### config.mk
export PLATFORM = sky130hd
export DESIGN_NAME = crc7_sample_page_framer_unit
export DESIGN_NICKNAME = d
export VERILOG_FILES = /design/src/design/cspf_pkg.sv /design/src/design/cspf_front.sv /design/src/design/cspf_queue.sv /design/src/design/cspf_back.sv /design/src/design/crc7_sample_page_framer_unit.sv
export SDC_FILE = /design/constraint.sdc
export NUM_CORES = 1
export LEC_CHECK = 0
export BUFFER_PORTS_ARGS = -buffer_cell sky130_fd_sc_hd__buf_2
export CELL_PAD_IN_SITES_DETAIL_PLACEMENT = 1
export CELL_PAD_IN_SITES_GLOBAL_PLACEMENT = 1
export CORE_MARGIN = 2
export CORE_UTILIZATION = 32
export CTS_CLUSTER_SIZE = 10
export DETAILED_ROUTE_END_ITERATION = 10
export GPL_TIMING_DRIVEN = 1
export PLACE_DENSITY_LB_ADDON = 0.15
export SLEW_MARGIN = 30
export SYNTH_ARGS = -nofsm -noshare
export SYNTH_HDL_FRONTEND = slang
export SYNTH_SLANG_ARGS = --single-unit
### constraint.sdc
create_clock -name clock -period 8.2 [get_ports clock]
set_input_delay 0.82 -clock clock [delete_from_list [all_inputs] [get_ports clock]]
set_output_delay 0.82 -clock clock [all_outputs]
set_load 0.02 [all_outputs]
### src/design/cspf_pkg.sv
// Shared types, constants and CRC7 step for the sample page framer.
package cspf_pkg;

   localparam int SampleW    = 14;
   localparam int AddrW      = 14;
   localparam int ByteW      = 7;
   localparam int SubW       = 4;
   localparam int QueueDepth = 4;
   localparam int QPtrW      = 2;
   localparam int QCntW      = 3;
   localparam int ReqDataW   = 32;
   localparam int RspDataW   = 8;
   localparam int RspUserW   = 2;

   typedef struct packed {
      logic [SampleW-1:0] sample;
      logic [AddrW-1:0]   address;
      logic [SubW-1:0]    subpacket;
      logic               first;
      logic               last;
      logic               page_last;
   } desc_type;

   function automatic logic [ByteW-1:0] header_byte(input logic [2:0] idx);
      logic [ByteW-1:0] b;
      unique case (idx)
         3'd0:    b = 7'h00;
         3'd1:    b = 7'h21;
         3'd2:    b = 7'h0b;
         3'd3:    b = 7'h04;
         3'd4:    b = 7'h00;
         3'd5:    b = 7'h05;
         default: b = 7'h00;
      endcase
      return b;
   endfunction

   function automatic logic [ByteW-1:0] crc7_step(input logic [ByteW-1:0] crc,
                                                  input logic [ByteW-1:0] d);
      logic [7:0] t;
      t = {1'b0, d} ^ {crc, 1'b0};
      if (t[7]) begin
         t = t ^ 8'h09;
      end
      return t[6:0] ^ (crc & 7'h78) ^ {crc[2:0], 4'b0000} ^ {3'b000, crc[6:3]};
   endfunction

endpackage

### src/design/cspf_front.sv
// Front end: accepts samples, tracks page and subpacket position, builds descriptors.
module cspf_front #(
   parameter int SUBPACKETS_PER_PAGE   = 11,
   parameter int SAMPLES_PER_SUBPACKET = 24
) (
   input  logic                           clock,
   input  logic                           reset,
   input  logic                           in_valid,
   input  logic [cspf_pkg::SampleW-1:0]   in_sample,
   input  logic [cspf_pkg::AddrW-1:0]     in_address,
   output logic                           in_ready,
   output logic                           push,
   output cspf_pkg::desc_type             push_desc,
   input  logic                           queue_full
);

   localparam int PosW = (SAMPLES_PER_SUBPACKET > 1) ? $clog2(SAMPLES_PER_SUBPACKET) : 1;
   localparam logic [PosW-1:0] PosLast = PosW'(SAMPLES_PER_SUBPACKET - 1);
   localparam logic [cspf_pkg::SubW-1:0] SubLast = cspf_pkg::SubW'(SUBPACKETS_PER_PAGE - 1);

   logic [PosW-1:0]               pos_ff, pos_in;
   logic [cspf_pkg::SubW-1:0]     sub_ff, sub_in;
   logic [cspf_pkg::AddrW-1:0]    addr_ff, addr_in;
   logic                          first, last, page_last;

   assign in_ready  = !queue_full;
   assign push      = in_valid && in_ready;
   assign first     = (pos_ff == '0);
   assign last      = (pos_ff == PosLast);
   assign page_last = (sub_ff == SubLast);

   always_comb begin
      pos_in  = pos_ff;
      sub_in  = sub_ff;
      addr_in = addr_ff;
      if (push) begin
         if (first && sub_ff == '0) begin
            addr_in = in_address;
         end
         if (last) begin
            pos_in = '0;
            sub_in = page_last ? '0 : sub_ff + 1'b1;
         end else begin
            pos_in = pos_ff + 1'b1;
         end
      end
   end

   assign push_desc.sample    = in_sample;
   assign push_desc.address   = addr_in;
   assign push_desc.subpacket = sub_ff;
   assign push_desc.first     = first;
   assign push_desc.last      = last;
   assign push_desc.page_last = page_last;

   always_ff @(posedge clock) begin
      if (reset) begin
         pos_ff  <= '0;
         sub_ff  <= '0;
         addr_ff <= '0;
      end else begin
         pos_ff  <= pos_in;
         sub_ff  <= sub_in;
         addr_ff <= addr_in;
      end
   end

endmodule

### src/design/cspf_queue.sv
// Four-entry descriptor queue between front and back ends.
module cspf_queue (
   input  logic                clock,
   input  logic                reset,
   input  logic                push,
   input  cspf_pkg::desc_type  push_desc,
   output logic                full,
   output logic                head_valid,
   output cspf_pkg::desc_type  head_desc,
   input  logic                pop
);

   cspf_pkg::desc_type                entry_ff [cspf_pkg::QueueDepth];
   logic [cspf_pkg::QPtrW-1:0]        wr_ptr_ff, wr_ptr_in;
   logic [cspf_pkg::QPtrW-1:0]        rd_ptr_ff, rd_ptr_in;
   logic [cspf_pkg::QCntW-1:0]        count_ff, count_in;

   assign full       = (count_ff == cspf_pkg::QCntW'(cspf_pkg::QueueDepth));
   assign head_valid = (count_ff != '0);
   assign head_desc  = entry_ff[rd_ptr_ff];

   always_comb begin
      wr_ptr_in = push ? wr_ptr_ff + 1'b1 : wr_ptr_ff;
      rd_ptr_in = pop ? rd_ptr_ff + 1'b1 : rd_ptr_ff;
      count_in  = count_ff + cspf_pkg::QCntW'(push) - cspf_pkg::QCntW'(pop);
   end

   always_ff @(posedge clock) begin
      if (push) begin
         entry_ff[wr_ptr_ff] <= push_desc;
      end
   end

   always_ff @(posedge clock) begin
      if (reset) begin
         wr_ptr_ff <= '0;
         rd_ptr_ff <= '0;
         count_ff  <= '0;
      end else begin
         wr_ptr_ff <= wr_ptr_in;
         rd_ptr_ff <= rd_ptr_in;
         count_ff  <= count_in;
      end
   end

endmodule

### src/design/cspf_back.sv
// Back end: byte sequencer, running CRC7 and output register.
module cspf_back (
   input  logic                         clock,
   input  logic                         reset,
   input  logic                         head_valid,
   input  cspf_pkg::desc_type           head_desc,
   output logic                         pop,
   output logic                         out_valid,
   input  logic                         out_ready,
   output logic [cspf_pkg::ByteW-1:0]   out_byte,
   output logic                         out_last,
   output logic                         out_sub_end,
   output logic                         out_page_end
);

   localparam logic [3:0] StepHdrFirst = 4'd0;
   localparam logic [3:0] StepHdrLast  = 4'd5;
   localparam logic [3:0] StepAddrLo   = 4'd6;
   localparam logic [3:0] StepAddrHi   = 4'd7;
   localparam logic [3:0] StepSubNum   = 4'd8;
   localparam logic [3:0] StepSampLo   = 4'd9;
   localparam logic [3:0] StepSampHi   = 4'd10;
   localparam logic [3:0] StepCrc      = 4'd11;

   logic [3:0]                  step_ff, step_in, cur;
   logic                        active_ff, active_in;
   logic [cspf_pkg::ByteW-1:0]  crc_ff, crc_in, crc_base, next_byte;
   logic [cspf_pkg::ByteW-1:0]  byte_ff;
   logic                        valid_ff, valid_in, last_ff, sub_end_ff, page_end_ff;
   logic                        load, final_byte;

   assign cur        = active_ff ? step_ff : (head_desc.first ? StepHdrFirst : StepSampLo);
   assign load       = head_valid && (!valid_ff || out_ready);
   assign final_byte = (cur == (head_desc.last ? StepCrc : StepSampHi));
   assign pop        = load && final_byte;

   always_comb begin
      if (cur <= StepHdrLast) begin
         next_byte = cspf_pkg::header_byte(cur[2:0]);
      end else begin
         unique case (cur)
            StepAddrLo: next_byte = head_desc.address[6:0];
            StepAddrHi: next_byte = head_desc.address[13:7];
            StepSubNum: next_byte = {3'b000, head_desc.subpacket};
            StepSampLo: next_byte = head_desc.sample[6:0];
            StepSampHi: next_byte = head_desc.sample[13:7];
            StepCrc:    next_byte = crc_ff;
            default:    next_byte = '0;
         endcase
      end
   end

   always_comb begin
      crc_base  = (cur == StepHdrFirst) ? '0 : crc_ff;
      crc_in    = crc_ff;
      step_in   = step_ff;
      active_in = active_ff;
      valid_in  = valid_ff && !out_ready;
      if (load) begin
         valid_in = 1'b1;
         if (cur != StepCrc) begin
            crc_in = cspf_pkg::crc7_step(crc_base, next_byte);
         end
         if (final_byte) begin
            active_in = 1'b0;
         end else begin
            active_in = 1'b1;
            step_in   = cur + 1'b1;
         end
      end
   end

   always_ff @(posedge clock) begin
      if (load) begin
         byte_ff     <= next_byte;
         last_ff     <= final_byte;
         sub_end_ff  <= (cur == StepCrc);
         page_end_ff <= (cur == StepCrc) && head_desc.page_last;
      end
      crc_ff  <= crc_in;
      step_ff <= step_in;
   end

   always_ff @(posedge clock) begin
      if (reset) begin
         active_ff <= 1'b0;
         valid_ff  <= 1'b0;
      end else begin
         active_ff <= active_in;
         valid_ff  <= valid_in;
      end
   end

   assign out_valid    = valid_ff;
   assign out_byte     = byte_ff;
   assign out_last     = last_ff;
   assign out_sub_end  = sub_end_ff;
   assign out_page_end = page_end_ff;

endmodule

### src/design/crc7_sample_page_framer_unit.sv
// Top level of the CRC7 sample page framer.
//
//  channel  dir  transfer                  payload
//  req_     in   one 14-bit sample         tdata: sample, page_address
//  rsp_     out  one 7-bit payload byte    tdata: data_byte; tlast; tuser: sub/page end
//
// An item yields 2 bytes, 3 on the last sample of a subpacket, 11 on the first
// (12 if both), one byte per cycle from the back-end sequencer into the rsp register.
// Reset is synchronous and clears position counters, queue and output valid.
// req_tready drops only while the four-entry descriptor queue is full;
// a stall on rsp_ freezes the back end while the front keeps filling the queue.
module crc7_sample_page_framer_unit #(
   parameter int SUBPACKETS_PER_PAGE   = 11,
   parameter int SAMPLES_PER_SUBPACKET = 24
) (
   input  logic                            clock,
   input  logic                            reset,
   input  logic                            req_tvalid,
   output logic                            req_tready,
   input  logic [cspf_pkg::ReqDataW-1:0]   req_tdata,  // sample[13:0], page_address[27:14]
   output logic                            rsp_tvalid,
   input  logic                            rsp_tready,
   output logic [cspf_pkg::RspDataW-1:0]   rsp_tdata,  // data_byte[6:0]
   output logic                            rsp_tlast,
   output logic [cspf_pkg::RspUserW-1:0]   rsp_tuser   // subpacket_end[0], page_end[1]
);

   logic               push, full, head_valid, pop;
   cspf_pkg::desc_type push_desc, head_desc;
   logic [cspf_pkg::ByteW-1:0] data_byte;
   logic               sub_end, page_end;

   cspf_front #(
      .SUBPACKETS_PER_PAGE   (SUBPACKETS_PER_PAGE),
      .SAMPLES_PER_SUBPACKET (SAMPLES_PER_SUBPACKET)
   ) u_front (
      .clock      (clock),
      .reset      (reset),
      .in_valid   (req_tvalid),
      .in_sample  (req_tdata[13:0]),
      .in_address (req_tdata[27:14]),
      .in_ready   (req_tready),
      .push       (push),
      .push_desc  (push_desc),
      .queue_full (full)
   );

   cspf_queue u_queue (
      .clock      (clock),
      .reset      (reset),
      .push       (push),
      .push_desc  (push_desc),
      .full       (full),
      .head_valid (head_valid),
      .head_desc  (head_desc),
      .pop        (pop)
   );

   cspf_back u_back (
      .clock        (clock),
      .reset        (reset),
      .head_valid   (head_valid),
      .head_desc    (head_desc),
      .pop          (pop),
      .out_valid    (rsp_tvalid),
      .out_ready    (rsp_tready),
      .out_byte     (data_byte),
      .out_last     (rsp_tlast),
      .out_sub_end  (sub_end),
      .out_page_end (page_end)
   );

   assign rsp_tdata = {1'b0, data_byte};
   assign rsp_tuser = {page_end, sub_end};

endmodule

# [Word-level counts from Yosys, hierarchy flattened]
# Memories as Yosys holds them, arrays and structs flattened. A register that Yosys moved wholly into a read port is not among the register bits.
# Index checks and enable logic that the tools add are counted.
[classes] addsub=7 magnitude_cmp=1 n_eq_ne=15 muxes=20 bitwise_logic=6 n_reduce_logical=17
[op_table] operator="one-hot mux 7 bit (6 select lines)" count=1
[op_table] operator="2-to-1 mux 14 bit" count=2
[op_table] operator="2-to-1 mux 7 bit" count=4
[op_table] operator="one-hot mux 6 bit (4 select lines)" count=1
[op_table] operator="== test 4 bit (second input constant)" count=5
[op_table] operator="2-to-1 mux 4 bit" count=4
[op_table] operator="XOR 7 bit" count=2
[op_table] operator="adder 4 x 1 -> 4 bit (second input constant)" count=2
[op_table] operator="== test 4 x 3 -> 1 bit (second input constant)" count=2
[op_table] operator="zero test 4 bit" count=2
[op_table] operator="XOR 7 x 8 -> 8 bit" count=1
[op_table] operator="XOR 7 x 4 -> 7 bit" count=1
[op_table] operator="== test 3 x 2 -> 1 bit (second input constant)" count=2
[op_table] operator="== test 3 bit (second input constant)" count=2
[op_table] operator="logical AND 1 bit" count=6
[op_table] operator="AND reduction 2 bit" count=3
[op_table] operator="adder 5 x 1 -> 5 bit (second input constant)" count=1
[op_table] operator="== test 5 bit (second input constant)" count=1
[op_table] operator="zero test 5 bit" count=1
[op_table] operator="2-to-1 mux 1 bit" count=5
[op_table] operator="2-to-1 mux 5 bit" count=1
[op_table] operator="adder 2 x 1 -> 2 bit (second input constant)" count=2
[op_table] operator="== test 4 bit" count=1
[op_table] operator="less-or-equal comparator 4 x 3 -> 1 bit (second input constant)" count=1
[op_table] operator="10 further kinds" count=13
[word_totals] regBits=53 mem_bits_rw=140 output_inout_bits=13 word_cells=81 n_memories=1
[memory_table] memory="u_queue.entry_ff" depth=4 width=35 rd=1 rd_ports_with_merged_regs=1 write_ports=1 line="cspf_queue.sv:13" rtl="cspf_pkg::desc_type entry_ff [cspf_pkg::QueueDepth];"

# [Depth between registers and ports, before layout]
# Gate-level depths: netlist of the first run.
[depth] word_depth=13 depth_mapped=13

# [Modules after synthesis]
# From an unflattened synthesis of the first run, not the netlist that was laid out.
[hier_totals] hier_cells=540 area_unflattened_um2=8632.0
[modules_own_cells] module="cspf_queue" instances=1 cells_each=225 area_per_inst_um2=5542.8
[modules_own_cells] module="cspf_back" instances=1 cells_each=153 area_per_inst_um2=1615.3
[modules_own_cells] module="cspf_front" instances=1 cells_each=158 area_per_inst_um2=1447.6
[modules_own_cells] module="crc7_sample_page_framer_unit" instances=1 cells_each=4 area_per_inst_um2=26.3

# [Worst setup path before layout of the first run]
# No wires, ideal clock.
[synth_timing] kind="register -> register" start="reg with a tool-made name" end="reg u_back.crc_ff[0] (netlist bit), data pin" setup_time_ns=0.258 arrival_ns=2.727 slack_ns=5.215 path_stages_with_launch=14 path_cell_list="dfxtp_1 > buf_6 > mux2_2 > a22o_1 > buf_2 > a21oi_1 > inv_1 > ha_1 > and3_1 > clkbuf_1 > a22o_1 > a2111oi_2 > o21ai_2 > xnor2_1"
[synth_lines] item="end signal, assigned" line="cspf_back.sv:80" rtl="crc_ff <= crc_in;"
[synth_lines] item="end, declared" line="cspf_back.sv:27" rtl="logic [cspf_pkg::ByteW-1:0] crc_ff, crc_in, crc_base, next_byte;"

==> summary.txt, run 1 <==
Route
  • Routed wire length: between 15,000 and 20,000 um
  • DR pass1 iterations: 4
  • First DRT Iteration DRCs: 209
  • DR WL/cell: roughly 19 um
  • Post-route ant nets: 0
  • Drt drc: 0
  • Vias/cell: roughly 4.7
  • Vias after detailed routing: roughly 4,100

Yosys
  • Post-synthesis register bit count: ~200
  • YS warnings: 0
  • Top FF cell, synth: edfxtp_1
  • Mux cell area share after synthesis: 0.126
  • Simple-gate share of the synthesized area: 0.0663
  • Compound-cell area share of the yosys netlist: 0.0496
  • Post-synthesis xor/xnor area fraction: 0.0261
  • Main combinational cell family by area after synthesis: multiplexers
  • Synth Area per Inst: 16.6 um^2
  • Cell count after synthesis: 486
  • Sequential share of the synthesized area: 0.685
  • Area leader, netlist: edfxtp_1
  • Post-synth top area share: 0.600
  • Number of flops mapped to enable cells by yosys: around 160
  • Synth top cells by count: edfxtp_1 (161), dfxtp_1 (34), mux4_2 (32)
  • Count leader, synth: edfxtp_1
  • Synth unique cells: 52
  • Ys async rst share: 0
  • Top cells by area, synth: edfxtp_1 (60%), mux4_2 (8.9%), dfxtp_1 (8.5%)
  • Adder-Cell Fraction of Synth Area: 0.0227
  • Syn Nets: ~540
  • Post-synthesis cell area: between 8000 and 9000 um^2

Layout
  • Nets: between 500 and 600
  • Share of layout cells above drive strength 1: 0.257
  • Antenna diodes: 0
  • Area Overhead vs Synth: 14.4%
  • Multi-input gate area: between 2000 and 2500 um^2
  • Register area: around 5500 um^2
  • Final design utilization: 0.369
  • Filler cell count: 2,571
  • Finished Cell Area: a little over 9000 um^2

Power and ir drop
  • PD cells: around 320 nW/um^2
  • Sequential share of power: 0.470
  • Sw Ratio: 0.309
  • Pleak: 0.00317 uW
  • Internal power: just over 2000 uW
  • Worst vdd rail ir drop: 0.000118 V
  • Combinational Power Share: 0.253
  • Share of total power in the clock network: 0.277
  • Switching Power: between 900 and 1000 uW

Global route
  • Total GRT Usage: 0.131
  • Initial antenna violation count: 0
  • Grt ovf: 0
  • Largest net degree at the start of global routing: 38
  • First-pass GRT wire length: between 20,000 and 30,000 um
  • Vias in the first global route: about 4,500

Critical path
  • Crit. End Element: flop
  • WP buf/inv: 2
  • CP max FO: 36
  • Critical path required time: around 8400 ps
  • Crit path max-delay cell type: buf_4
  • Crit start category: flop
  • Top cell by count, worst path: a21oi_1
  • CP cell instances: buf_4 -> mux2_2 -> a22o_1 -> a21oi_1 -> inv_1 -> ha_1 -> and3_1 -> a22oi_1 -> a21oi_1 -> a2111o_1 -> xnor2_1
  • CP delay by family, top: compound AO/OA/AOI/OAI gates
  • Critical path arrival: about 4000 ps
  • CP peak stage delay: 450 ps
  • Crit Path Category: flop to flop

Timing
  • Post-route clock period utilization: 0.480
  • Slew margin rel.: 0.470
  • Final setup viols: 0
  • Tmin final: approximately 3900 ps
  • TNS Setup: 0 ps
  • RSZ-0062 raised after global routing: no
  • Worst-case clock skew: roughly 12 ps
  • Slew Viols, Final: 0
  • Worst-Margin Slew: 792 ps
  • FMAX: roughly 250 MHz
  • Hold Fails Final Rpt: 0

Floorplanning
  • Core Footprint: 25,000 um^2
  • Die ar.: 26,500 um^2
  • Rows: 58
  • Die Wd: 163 um
  • Die height: around 160 um
  • I/O pin count: 49
  • Starting Density: 0.323

Clock network
  • PostCTS Resize Cnt: 0
  • Clock Latency Late Sink: roughly 430 ps
  • Post-CTS Repair Setup Buffers: 0
  • CTS Buf Count: 17
  • Bufs on Longest Clock Path: 2
  • CTS HTree Levels: 4
  • CTS sink count: roughly 200
  • CTS tree: done
  • # hold bufs at CTS: 0
  • Clock-pin slew on the worst setup and hold paths: about 80 ps
  • Clock Tree Root: clkbuf_16

Placement
  • Placed Instance Area: 8610 um^2
  • Gpl congestion: 0.763
  • HPWL after DPL: roughly 10,000 um
  • Port Buffers: 43

Job
  • MaxCap Viol Count: 0

Run status
  • Status: finished clean

Min path
  • Hold Path Class: flop to flop
==> kinds of logic (layout without fill, tap and decap cells) <==
| family | count (synthesis) | after routing |
|---|---|---|
| DFF | 195 | 195 |
| and+or+nand+nor | 102 | 102 |
| muxes | 56 | 56 |
| AOI/OAI and AO/OA | 54 | 54 |
| buffers and inverters | 40 | 99 |
| xor gates and xnor gates | 24 | 24 |
| adders and majority gates | 14 | 14 |
| other | 1 | 1 |
==> flip-flops by register name, summed over array words and instances (netlist names), 2 cells and up, named ones only <==
signal and count:
u_back.crc_ff 7, u_queue.wr_ptr_ff 2, u_back.out_byte 7, u_front.sub_ff 4, u_back.step_ff 4, u_front.addr_ff 14
u_queue.rd_ptr_ff 2, u_queue.entry_ff 140, u_front.pos_ff 5, u_queue.count_ff 3
==> cells in the final DEF, fill, tap and decap left out, drive strengths merged, types with 6 or more instances in the layout <==
| cell | count |
|---|---|
| edfxtp | 161 |
| buf | 51 |
| dfxtp | 34 |
| mux4 | 34 |
| nand2 | 28 |
| inv | 24 |
| nor2 | 21 |
| nor2b | 20 |
| clkbuf | 18 |
| xnor2 | 16 |
| mux2 | 16 |
| ha | 13 |
| a21oi | 12 |
| a22o | 11 |
| o21ai | 9 |
| and3 | 8 |
| xor2 | 8 |
| nor3 | 7 |
| mux2i | 6 |
==> routing by layer <==
| layer | vias up | global-route usage | share of wire |
|---|---|---|---|
| met4 | 0 | 0.0386 | 0.0091 |
| met5 | - | 0 | 0 |
| met1 | 2129 | 0.169 | 0.46 |
| met3 | 10 | 0.0275 | 0.022 |
| met2 | 51 | 0.222 | 0.51 |
| li1 | 1953 | - | - |
==> tightest hold or removal path, delay by kind of cell (launching register included) <==
family / cells / cell delay, ps
flops: 1 / 330
simple gates: 1 / 60
compound gates: 1 / 50
==> power by group through the flow <==
stage / Clock [uW] / Combinational (uW) / Sequential, uW
after floorplan: 0 / 547 / 1420
after global placement: 0 / 750 / 1410
after detailed placement: 0 / 766 / 1420
after CTS: 857 / 772 / 1400
after global routing: 893 / 840 / 1420
final: 825 / 752 / 1400
==> cell type report <==
class / instances / area share
sequential: 195 / 0.599
multi-input combinational: 251 / 0.256
clock buffer: 18 / 0.0466
tap: 330 / 0.0448
timing repair buffer: 51 / 0.0299
clock inverter: 14 / 0.0178
inverter: 16 / 0.00652
==> per-stage QoR <==
step	total power (uW)	instances	hold slack (ps)	setup slack (ps)
finish	2980	875	476	4260
CTS	3030	875	480	4190
detailed placement	2190	843	469	4220
global route	3150	875	514	3890
global placement	2160	843	453	4330
floorplan	1960	486	458	5220
==> final timing paths <==
path | start | endpoint | slack [ps] | cells past startpoint
worst max-delay path | flop | u_back.crc_ff[2] | 4260 | 11
worst min-delay path | u_back.out_valid | u_back.out_valid | 480 | 2
worst max register to register | flop | u_back.crc_ff[2] | 4260 | 11
worst min register to register | u_back.out_valid | u_back.out_valid | 480 | 2
Note: power is estimated with default switching activity, not from simulation.
==> run 2: changes to the inputs <==
clock period = 3.3 ns   (was 8.2 ns; I/O delays follow)
==> summary.txt, run 2 (synthesis gave the netlist of run 1 again) <==
Timing
  • Tmin final: 3000 ps
  • TNS Setup: 0 ps
  • Hold Fails Final Rpt: 0
  • RSZ-0062 raised after global routing: no
  • Slew margin rel.: 0.540
  • Worst-Margin Slew: roughly 690 ps
  • Final setup viols: 0
  • Slew Viols, Final: 0
  • Post-route clock period utilization: 0.908
  • Worst setup margin: 305 ps
  • FMAX: roughly 330 MHz
  • Worst-case clock skew: between 10 and 15 ps

Route
  • Drt drc: 0
  • First DRT Iteration DRCs: between 150 and 200
  • Vias/cell: ~4.7
  • Vias after detailed routing: ~4,200
  • DR pass1 iterations: 4
  • Routed wire length: 16,500 um
  • Post-route ant nets: 0
  • DR WL/cell: 18.7 um

Min path
  • Hold Path Class: input pin to flop
  • Hold endpoint: u_queue.entry_ff[1][27]
  • Hold path depth: 1
  • Hold Startpoint: req_tdata[6]

Power and ir drop
  • PD cells: ~800 nW/um^2
  • Pleak: approximately 0.0032 uW
  • Worst vdd rail ir drop: around 0.00037 V

Layout
  • Antenna diodes: 0
  • Nets: 593
  • Largest register by flop count: u_queue.entry_ff
  • Most frequent cells in the layout: edfxtp_1 (161), buf_2 (43), dfxtp_1 (33)
  • Most common cell after layout, fill and taps aside: edfxtp_1
  • Share of layout cells above drive strength 1: 0.268
  • Max FFs per register: 140
  • Finished Cell Area: slightly above 9000 um^2
  • Area Overhead vs Synth: 15.5%
  • Top Registers: u_queue.entry_ff: 140 flops, u_front.addr_ff: 14 flops

Critical path
  • Critical path arrival: roughly 3200 ps
  • FF-to-FF setup slack: between 300 and 400 ps
  • Worst r2r dst: u_back.crc_ff[1]
  • Critical path required time: ~3500 ps
  • Crit Path Category: flop to flop
  • Crit. End Element: flop
  • R2R cell count: 11
  • CP max FO: 5
  • Crit start category: flop

Floorplanning
  • Die ar.: approximately 26,000 um^2
  • Starting Density: 0.323
  • Rows: 58
  • I/O pin count: 49
  • Die height: around 160 um
  • Die Wd: 163 um
  • Core Footprint: approximately 25,000 um^2

Global route
  • Initial antenna violation count: 0
  • First-pass GRT wire length: about 26,000 um
  • Largest net degree at the start of global routing: 36
  • Grt ovf: 0
  • Vias in the first global route: 4,563
  • Total GRT Usage: 0.133

Clock network
  • # hold bufs at CTS: 0
  • Post-CTS Repair Setup Buffers: 0
  • PostCTS Resize Cnt: 0
  • Bufs on Longest Clock Path: 2
  • Clock Latency Late Sink: 440 ps
  • CTS sink count: 195
  • CTS HTree Levels: 4
  • CTS tree: done
  • Clock Tree Root: clkbuf_16
  • Clock-pin slew on the worst setup and hold paths: roughly 70 ps
  • CTS Buf Count: 17

Placement
  • Gpl congestion: ~0.74
  • HPWL after DPL: about 11,000 um
  • Setup WS pre-CTS: 320 ps
  • Port Buffers: between 40 and 50
  • Placed Instance Area: about 8700 um^2

Run status
  • Status: finished clean

Job
  • MaxCap Viol Count: 0
==> run 2: cell types whose count changed in the layout (fill, tap and decap cells not counted), sizes merged <==
cell      change
inv           +1
clkinv        +1
clkbuf        -1
clkinvlp      -1
buf          +11
==> run 2: report_power, final <==
part | switching [uW] | total, uW | internal, uW
sequential | 182 | 3460 | 3270
combinational | 1150 | 1960 | 809
clock | 985 | 2070 | 1090
total | 2320 | 7490 | 5170
==> run 2: through the flow <==
stage	total power, uW	util	hold slack [ps]	instances
5_1_grt	7900	0.372	88.3	886
2_1_floorplan	4880	-	402	486
3_3_place_gp	5430	0.349	453	854
3_5_place_dp	5520	0.349	503	854
4_1_cts	7610	0.372	83.8	886
6_report	7490	0.372	108	886
==> run 2: worst max-delay path, cell delays in order, from the launching register on <==
cell and delay, ps:
dfxtp_1 430, mux2_2 390, a22o_1 200, a21oi_1 160, inv_1 80, buf_4 150
ha_1 160, o21ai_0 320, nand2b_1 240, and2_1 240, a21oi_1 260, xnor2_1 110
==> run 2: worst max-delay path by stage <==
stage / to / cells past startpoint / slack [ps]
detailed placement: u_back.crc_ff[3] / 11 / 320
finish: u_back.crc_ff[1] / 11 / 300
floorplan: u_back.crc_ff[0] / 13 / 320
CTS: u_back.crc_ff[1] / 11 / 270
global placement: u_back.crc_ff[3] / 11 / 350
global route: u_back.crc_ff[1] / 11 / 60
==> run 2: cell type report <==
class / count / area [um^2]
fill: 2556 / 15700
timing repair buffer: 62 / 370
tap: 330 / 413
sequential: 195 / 5520
inverter: 16 / 60.1
clock buffer: 17 / 425
clock inverter: 15 / 166
multi-input combinational: 251 / 2350
==> run 2: layer usage <==
layer,routed length [um],part of all wire,track usage
met2,8420,0.51,0.228
met5,0,0,0
met4,202,0.012,0.0463
met1,7440,0.45,0.163
met3,457,0.028,0.0316
==> run 3: changes to the inputs <==
SETUP_SLACK_MARGIN = 0.4   (was not set)
==> summary.txt, run 3 (synthesis gave the netlist of run 1 again) <==
Run status
  • Status: finished clean

Critical path
  • Crit start category: flop
  • Crit path max-delay cell type: a2111o_1
  • Critical path required time: 3490 ps
  • CP peak stage delay: around 400 ps
  • Crit path depth: 10
  • Crit. End Element: flop
  • CP max FO: 5
  • Crit Path Category: flop to flop
  • CP delay by family, top: compound AO/OA/AOI/OAI gates
  • WP buf/inv: 1
  • Critical path arrival: approximately 3000 ps
  • CP cell instances: mux2_2 -> a22o_1 -> a21oi_2 -> inv_1 -> ha_1 -> and3_4 -> a22oi_2 -> a21oi_1 -> a2111o_1 -> xnor2_1
  • R2R cell count: 10

Layout
  • Most common cell after layout, fill and taps aside: edfxtp_1
  • Share of layout cells above drive strength 1: 0.305
  • Nets: between 500 and 600
  • Filler cell count: between 2,000 and 3,000
  • Top Registers: u_queue.entry_ff: 140 flops, u_front.addr_ff: 14 flops
  • Register area: roughly 5500 um^2
  • Layout Cells excl Fill: approximately 890
  • Largest register by flop count: u_queue.entry_ff
  • Most frequent cells in the layout: edfxtp_1 (161), buf_2 (43), mux4_2 (32), dfxtp_1 (32), nand2_1 (28)
  • Multi-input gate area: between 2000 and 2500 um^2
  • Max FFs per register: 140
  • Area Overhead vs Synth: 17.3%
  • Antenna diodes: 0

Route
  • Drt drc: 0
  • DR WL/cell: between 15 and 20 um
  • Routed wire length: ~17,000 um
  • Vias after detailed routing: ~4,200
  • Post-route ant nets: 0
  • DR pass1 iterations: 4
  • Vias/cell: 4.75
  • First DRT Iteration DRCs: roughly 170

Timing
  • RSZ-0062 raised after global routing: yes
  • Final setup viols: 0
  • Tmin final: around 2800 ps
  • Hold Fails Final Rpt: 0
  • TNS Setup: 0 ps
  • Slew margin rel.: 0.537
  • Worst-case clock skew: about 12 ps
  • Post-route clock period utilization: 0.838
  • FMAX: around 360 MHz
  • Slew Viols, Final: 0
  • Worst-Margin Slew: between 600 and 700 ps

Power and ir drop
  • Worst vdd rail ir drop: a little over 0.0003 V
  • Pleak: around 0.0033 uW
  • PD cells: 813 nW/um^2

Global route
  • Total GRT Usage: 0.134
  • Largest net degree at the start of global routing: 36
  • First-pass GRT wire length: approximately 26,000 um
  • Grt ovf: 0
  • Vias in the first global route: about 4,500
  • Initial antenna violation count: 0

Floorplanning
  • Die ar.: 26,500 um^2
  • Core Footprint: 25,000 um^2
  • Starting Density: 0.323
  • Rows: 58
  • Die height: ~160 um
  • Die Wd: ~160 um
  • I/O pin count: roughly 50

Placement
  • Post-placement cell count: around 850
  • HPWL after DPL: about 11,000 um
  • Port Buffers: 43
  • Gpl congestion: around 0.75

Clock network
  • Clock Latency Late Sink: between 400 and 500 ps
  • Clock Tree Root: clkbuf_16
  • CTS HTree Levels: 4
  • CTS sink count: 195
  • Clock-pin slew on the worst setup and hold paths: ~80 ps
  • CTS Buf Count: 17
  • Bufs on Longest Clock Path: 2
  • # hold bufs at CTS: 0
  • CTS tree: done
  • Post-CTS Repair Setup Buffers: 0

Min path
  • Hold Path Class: input pin to flop
  • Hold path depth: 1

Job
  • MaxCap Viol Count: 0
-- run 3: cell count changes in the layout (fill, tap and decap cells not counted), sizes merged --
cell	before	now
clkinvlp	0	1
clkinv	5	6
clkbuf	17	18
inv	25	22
buf	62	61
-- run 3: layer usage --
| layer | vias to the layer above | wire, um | track usage |
|---|---|---|---|
| met1 | 2185 | 7660 | 0.172 |
| met5 | - | 0 | 0 |
| met2 | 39 | 8660 | 0.232 |
| met3 | 12 | 403 | 0.0280 |
| li1 | 1969 | - | - |
| met4 | 0 | 167 | 0.0386 |
-- run 3: worst paths after layout --
kind         slack, ps              from                 endpoint
max                530              flop         u_back.crc_ff[2]
min                110      req_tdata[6]  u_queue.entry_ff[0][27]
max reg2reg        530              flop         u_back.crc_ff[2]
min reg2reg        470  u_back.out_valid         u_back.out_valid
-- run 3: timing repair --
item,CTS,global route
pin swaps,1,3
gates resized for setup,6,16
endpoints found under the setup margin,7,9
-- run 3: area by class of cell --
cell class,count,share of cell area
Timing Repair Buffer,61,0.0384
Sequential cell,195,0.584
Inverter,16,0.00636
Clock buffer,18,0.0477
Multi-Input combinational cell,251,0.260
Clock inverter,14,0.0196
Tap cell,330,0.0437
-- run 3: power by group --
| group | switching, uW | total [uW] | leakage, uW | internal, uW |
|---|---|---|---|---|
| registers | 185 | 3460 | 0.00177 | 3270 |
| clock network | 1020 | 2160 | 0.000307 | 1140 |
| logic | 1210 | 2060 | 0.00118 | 850 |
| total | 2410 | 7680 | 0.00326 | 5270 |
-- run 3: stage by stage --
stage	utilization	hold WS, ps	worst slack [ps]	area, um^2	total power, uW
final	0.378	112	534	9450	7680
after CTS	0.375	92.7	380	9360	7720
after floorplan	-	402	405	8060	4890
after global placement	0.349	455	390	8700	5430
after detailed placement	0.349	464	295	8700	5510
after global routing	0.378	92.1	359	9450	8110
